$ cat src/design/lrucl_ram.sv
// Generic single-write, single-read RAM with a registered read port.
module lrucl_ram #(
    parameter int WIDTH = 8,
    parameter int DEPTH = 16,
    localparam int AW = (DEPTH > 1) ? $clog2(DEPTH) : 1
) (
    input  logic             clk,
    input  logic             we,
    input  logic [AW-1:0]    waddr,
    input  logic [WIDTH-1:0] wdata,
    input  logic [AW-1:0]    raddr,
    output logic [WIDTH-1:0] rdata
);

    logic [WIDTH-1:0] mem [DEPTH];

    always_ff @(posedge clk)
    begin
        if (we)
        begin
            mem[waddr] <= wdata;
        end
        rdata <= mem[raddr];
    end

endmodule

$ cat config.mk
export PLATFORM = sky130hd
export DESIGN_NAME = lrucl_ram
export DESIGN_NICKNAME = d
export VERILOG_FILES = /design/src/design/lrucl_ram.sv
export SDC_FILE = /design/constraint.sdc
export NUM_CORES = 1
export LEC_CHECK = 0
export BUFFER_PORTS_ARGS = -buffer_cell sky130_fd_sc_hd__buf_2
export CORE_MARGIN = 2
export CORE_UTILIZATION = 65
export CTS_CLUSTER_SIZE = 12
export DETAILED_ROUTE_END_ITERATION = 6
export PLACE_DENSITY = 0.87
export SLEW_MARGIN = 5
export SYNTH_ARGS = -nofsm -noshare
export SYNTH_HDL_FRONTEND = slang
export SYNTH_SLANG_ARGS = --single-unit
export TNS_END_PERCENT = 20
$ cat constraint.sdc
create_clock -name clk -period 4.25 [get_ports clk]
set_input_delay 0.85 -clock clk [delete_from_list [all_inputs] [get_ports clk]]
set_output_delay 0.85 -clock clk [all_outputs]
set_load 0.005 [all_outputs]
=== Word-level counts from Yosys, hierarchy flattened ===
Memory sizes are Yosys's and may differ from the RTL's. A register that Yosys moved wholly into a read port is not among the register bits.
Cells that the tools add are included.
W data, S select, Z words.

* Bits in registers: 0
* Bits in writable memories: 128
* Output and inout bits: 8
* Word-level logic and storage cells: 3
* Memories: 1

{| class="wikitable"
|+ Memory list
! memory !! words !! bits a word !! rd ports !! clocked after memory_dff !! write ports !! line !! RTL
|-
| mem || 16 || 8 || 1 || 1 || 1 || 15 || <nowiki>logic [WIDTH-1:0] mem [DEPTH];</nowiki>
|}

* Muxes and demuxes: 2

{| class="wikitable"
|+ Operators with widths
! operator !! number
|-
| $mux W1 || 2
|}

=== Depth between registers and ports, before layout ===
* Word-level depth: 2
* Depth in mapped cells: 5
* Depth with buffers taken out: 3

=== Least setup slack after synthesis ===
OpenSTA, ideal clock, no wires.

* Path kind: in2reg
* Start point: in waddr[2]
* End point: mem mem[0][0] (enable)
* Setup time: 383 ps
* Arrival time: 1,960 ps
* Data required time: 3,867 ps
* Setup slack: 1,907 ps
* Cell stages on the path: 2
* Path buffers: 0
* Cells stage by stage: or3b_2 nor3_1

{| class="wikitable"
|+ RTL lines
! item !! line !! RTL
|-
| from (decl) || 9 || <nowiki>input logic [AW-1:0] waddr,</nowiki>
|-
| to (decl) || 15 ||
|}

Straight into the memory's write port.

=== Final worst setup path ===
* Start point: in waddr[2]
* End point: mem mem[0][1] (enable)

Straight into the memory's write port.

==> summary.txt <==
Run status
  • Status: completed

Detailed routing
  • Vias per cell: approximately 6.7
  • Via count: 2,536
  • DRT Pass-1 Iters: 5
  • Remaining DRCs: 0
  • Routed len/inst: 27.5 um
  • Drt first-iter violations: between 400 and 500
  • Antenna Violating Nets Remaining: 0
  • Final WL: approximately 10 mm

Die
  • Die area: 0.00865 mm^2
  • Row cnt: 32
  • Top Ports: 26
  • Placeable Area: 0.00769 mm^2
  • Initial cell density of the core: between 60 and 70%
  • Die Y: 93.0 um
  • DIE WIDTH: 93.0 um

Timing
  • Setup TNS: 0 ps
  • Hold Vio Cnt, Final: 0
  • Count of pins over their slew limit: 0
  • Fin crit share: between 50% and 60%
  • F_max: 422 MHz
  • Slew HR: roughly 15%
  • Final setup violation count: 0
  • Clock skew: 9.05 ps
  • RSZ-0062 raised after global routing: false
  • Measured slew at the worst slew-check pin: ~1300 ps
  • Worst hold margin: 668 ps
  • Minimum clock period: about 2400 ps
  • Setup ws final: 1880 ps

Worst setup path
  • Reg2Reg Depth: 3
  • Crit path max fanout: 8
  • Crit start category: input pin
  • Buf/Inv on CP: 1
  • Largest stage delay, worst path: 990 ps
  • Worst path slowest cell: nor3_1
  • Critical Path Source: waddr[2]
  • Critical path data required time: 4370 ps
  • Reg2reg setup slack: 2770 ps
  • Worst Setup End Kind: flop
  • Crit path cell chain: buf_2 -> or3b_2 -> nor3_1
  • R2R Path End: rdata[4]
  • CP top delay family: simple AND/OR/NAND/NOR gates
  • Worst r2r src: mem[7][4]
  • CP Data Arrival Time: 2490 ps
  • Critical path class: input pin to flop

Synthesis
  • Mapped Avg Cell Area: 22.5 um^2
  • Post-Syn Instances: approximately 230
  • Synth Net Count: around 250
  • Mapped cell area: 0.00515 mm^2
  • Yosys reg bits: 136
  • Yosys cell types: 19
  • Register area share after synthesis: 77.8%
  • Synth Warn #: 0

Global route
  • First-pass GRT wire length: around 15 mm
  • GRT Total Usage: 26.5%
  • Initial antenna violation count: 0
  • Vias in the first global route: 2,478
  • GRT overflow: 0
  • Largest net degree at the start of global routing: 33

Min path
  • Min-Delay Endpoint: rdata[2]
  • Critical hold path startpoint: mem[12][2]
  • Hold path depth: 3
  • HP Class: flop to flop

Placement
  • HPWL after DPL: 5.72 mm
  • Port bufs: 25
  • Pre-CTS setup slack: 1370 ps
  • GPL Wtd Cong: approximately 0.74

Clocking
  • Setup bufs post-CTS: 0
  • Later-pin clock latency in the skew report: 520 ps
  • Clock slew at reported path FFs: 60 ps
  • PostCTS Resize Cnt: 0
  • CTS Buffer Depth: 2
  • CTS tree: yes
  • Cts hold-fix bufs: 0
  • Clock root cell: clkbuf_8
  • CTS H-tree lvls: 4
  • CTS Buf Count: 17
  • TritonCTS sink count: 136

Finish
  • Proportion of layout cells with a drive suffix above 1: between 20 and 30%
  • Area Overhead vs Synth: 15.3%
  • # diodes: 0
  • Fill cells: 390
  • Total Nets Final: 284

Pwr
  • Leakage: 2.00 nW
  • Max IR drop VDD: 0.408 mV
  • Cell Pwr Density: 526 mW/mm^2

Run
  • Maxcap violations: 0
[final cells by class]
cell class / instances / area [um^2] / area share (%)
clock inverters: 14 / 180 / 3.04
repair buffers: 28 / 148 / 2.49
multi-input cells: 83 / 1060 / 17.8
well taps: 102 / 128 / 2.15
flip-flops and latches: 136 / 4000 / 67.5
clock buffers: 18 / 418 / 7.04
[cells by family after synthesis]
family                 synth area share [%]
buffers and inverters                  1.68
AO/OA/AOI/OAI                          2.33
flip-flops                             77.8
multiplexers                           15.0
AND/OR/NAND/NOR                        3.18
[how the worst max path moves through the flow]
stage                end  slack [ps]  depth (start not counted)
2_1_floorplan  mem[0][0]        1910                          2
3_3_place_gp    rdata[1]        1430                          5
3_5_place_dp   mem[0][3]        1370                          3
4_1_cts        mem[0][1]        1900                          3
5_1_grt        mem[0][1]        1820                          3
6_report       mem[0][1]        1880                          3
[report_power, final]
group | switching (mW) | internal, mW
clock network | 0.529 | 0.946
logic | 0.0823 | 0.0543
registers | 0.00951 | 1.50
total | 0.621 | 2.50
[worst reg2reg max path: stages, from the launching register on]
cell and delay, ps:
edfxtp_1 370, mux4_2 520, a22oi_1 340, nand2_1 130
[through the flow]
step           cells  instance area, um^2  power, mW  utilization, %
3_3_place_gp     349                 5340       1.66            69.4
3_5_place_dp     349                 5340       1.67            69.4
6_report         381                 5930       3.12            77.2
5_1_grt          381                 5930       3.19            77.2
4_1_cts          381                 5930       3.13            77.2
2_1_floorplan    229                 5150       1.61               -
[state kept, by name, summed over array words and instances, names as in the netlist]
| signal | flops |
|---|---|
| mem | 128 |
| rdata | 8 |
[routing by layer]
layer  up-vias  part of all wire (%)  global-route usage, %
met3        14                   9.7                   6.53
met2       180                    50                   41.7
met5         -                     0                      0
li1       1051                     -                      -
met4         0                   1.8                   9.07
met1      1291                    38                   37.7
[cells in the mapped netlist]
| library cell | instances | area share [%] |
|---|---|---|
| nand3b_1 | 2 | 0.29 |
| buf_2 | 3 | 0.29 |
| nor3_1 | 4 | 0.39 |
| or3b_2 | 1 | 0.17 |
| and2b_1 | 1 | 0.15 |
| mux4_1 | 14 | 7.1 |
| and2_1 | 1 | 0.12 |
| edfxtp_1 | 128 | 75 |
| nor2b_1 | 1 | 0.12 |
| nand2_1 | 9 | 0.66 |
| clkdlybuf4s25_2 | 3 | 0.58 |
| buf_6 | 3 | 0.66 |
| mux4_2 | 18 | 7.9 |
| nand3_1 | 1 | 0.097 |
| nand2b_1 | 2 | 0.24 |
| buf_4 | 1 | 0.15 |
| a22oi_1 | 16 | 2.3 |
| nor2_1 | 13 | 0.95 |
| dfxtp_1 | 8 | 3.1 |
[cell usage in the layout (no fill, tap or decap)]
master	count
inv_6	1
mux4_2	18
and2b_1	1
dfxtp_1	8
nor3_1	4
bufinv_16	4
clkinv_1	3
clkbuf_1	1
buf_2	25
clkinv_2	3
clkbuf_8	1
nand2b_1	2
nor2b_1	1
clkinv_4	2
nand2_1	9
clkbuf_16	16
or3b_2	1
and2_1	1
nand3b_1	2
mux4_1	14
clkinvlp_4	1
edfxtp_1	128
a22oi_1	16
buf_4	3
nand3_1	1
nor2_1	13
Note: power is estimated with default switching activity, not from simulation.
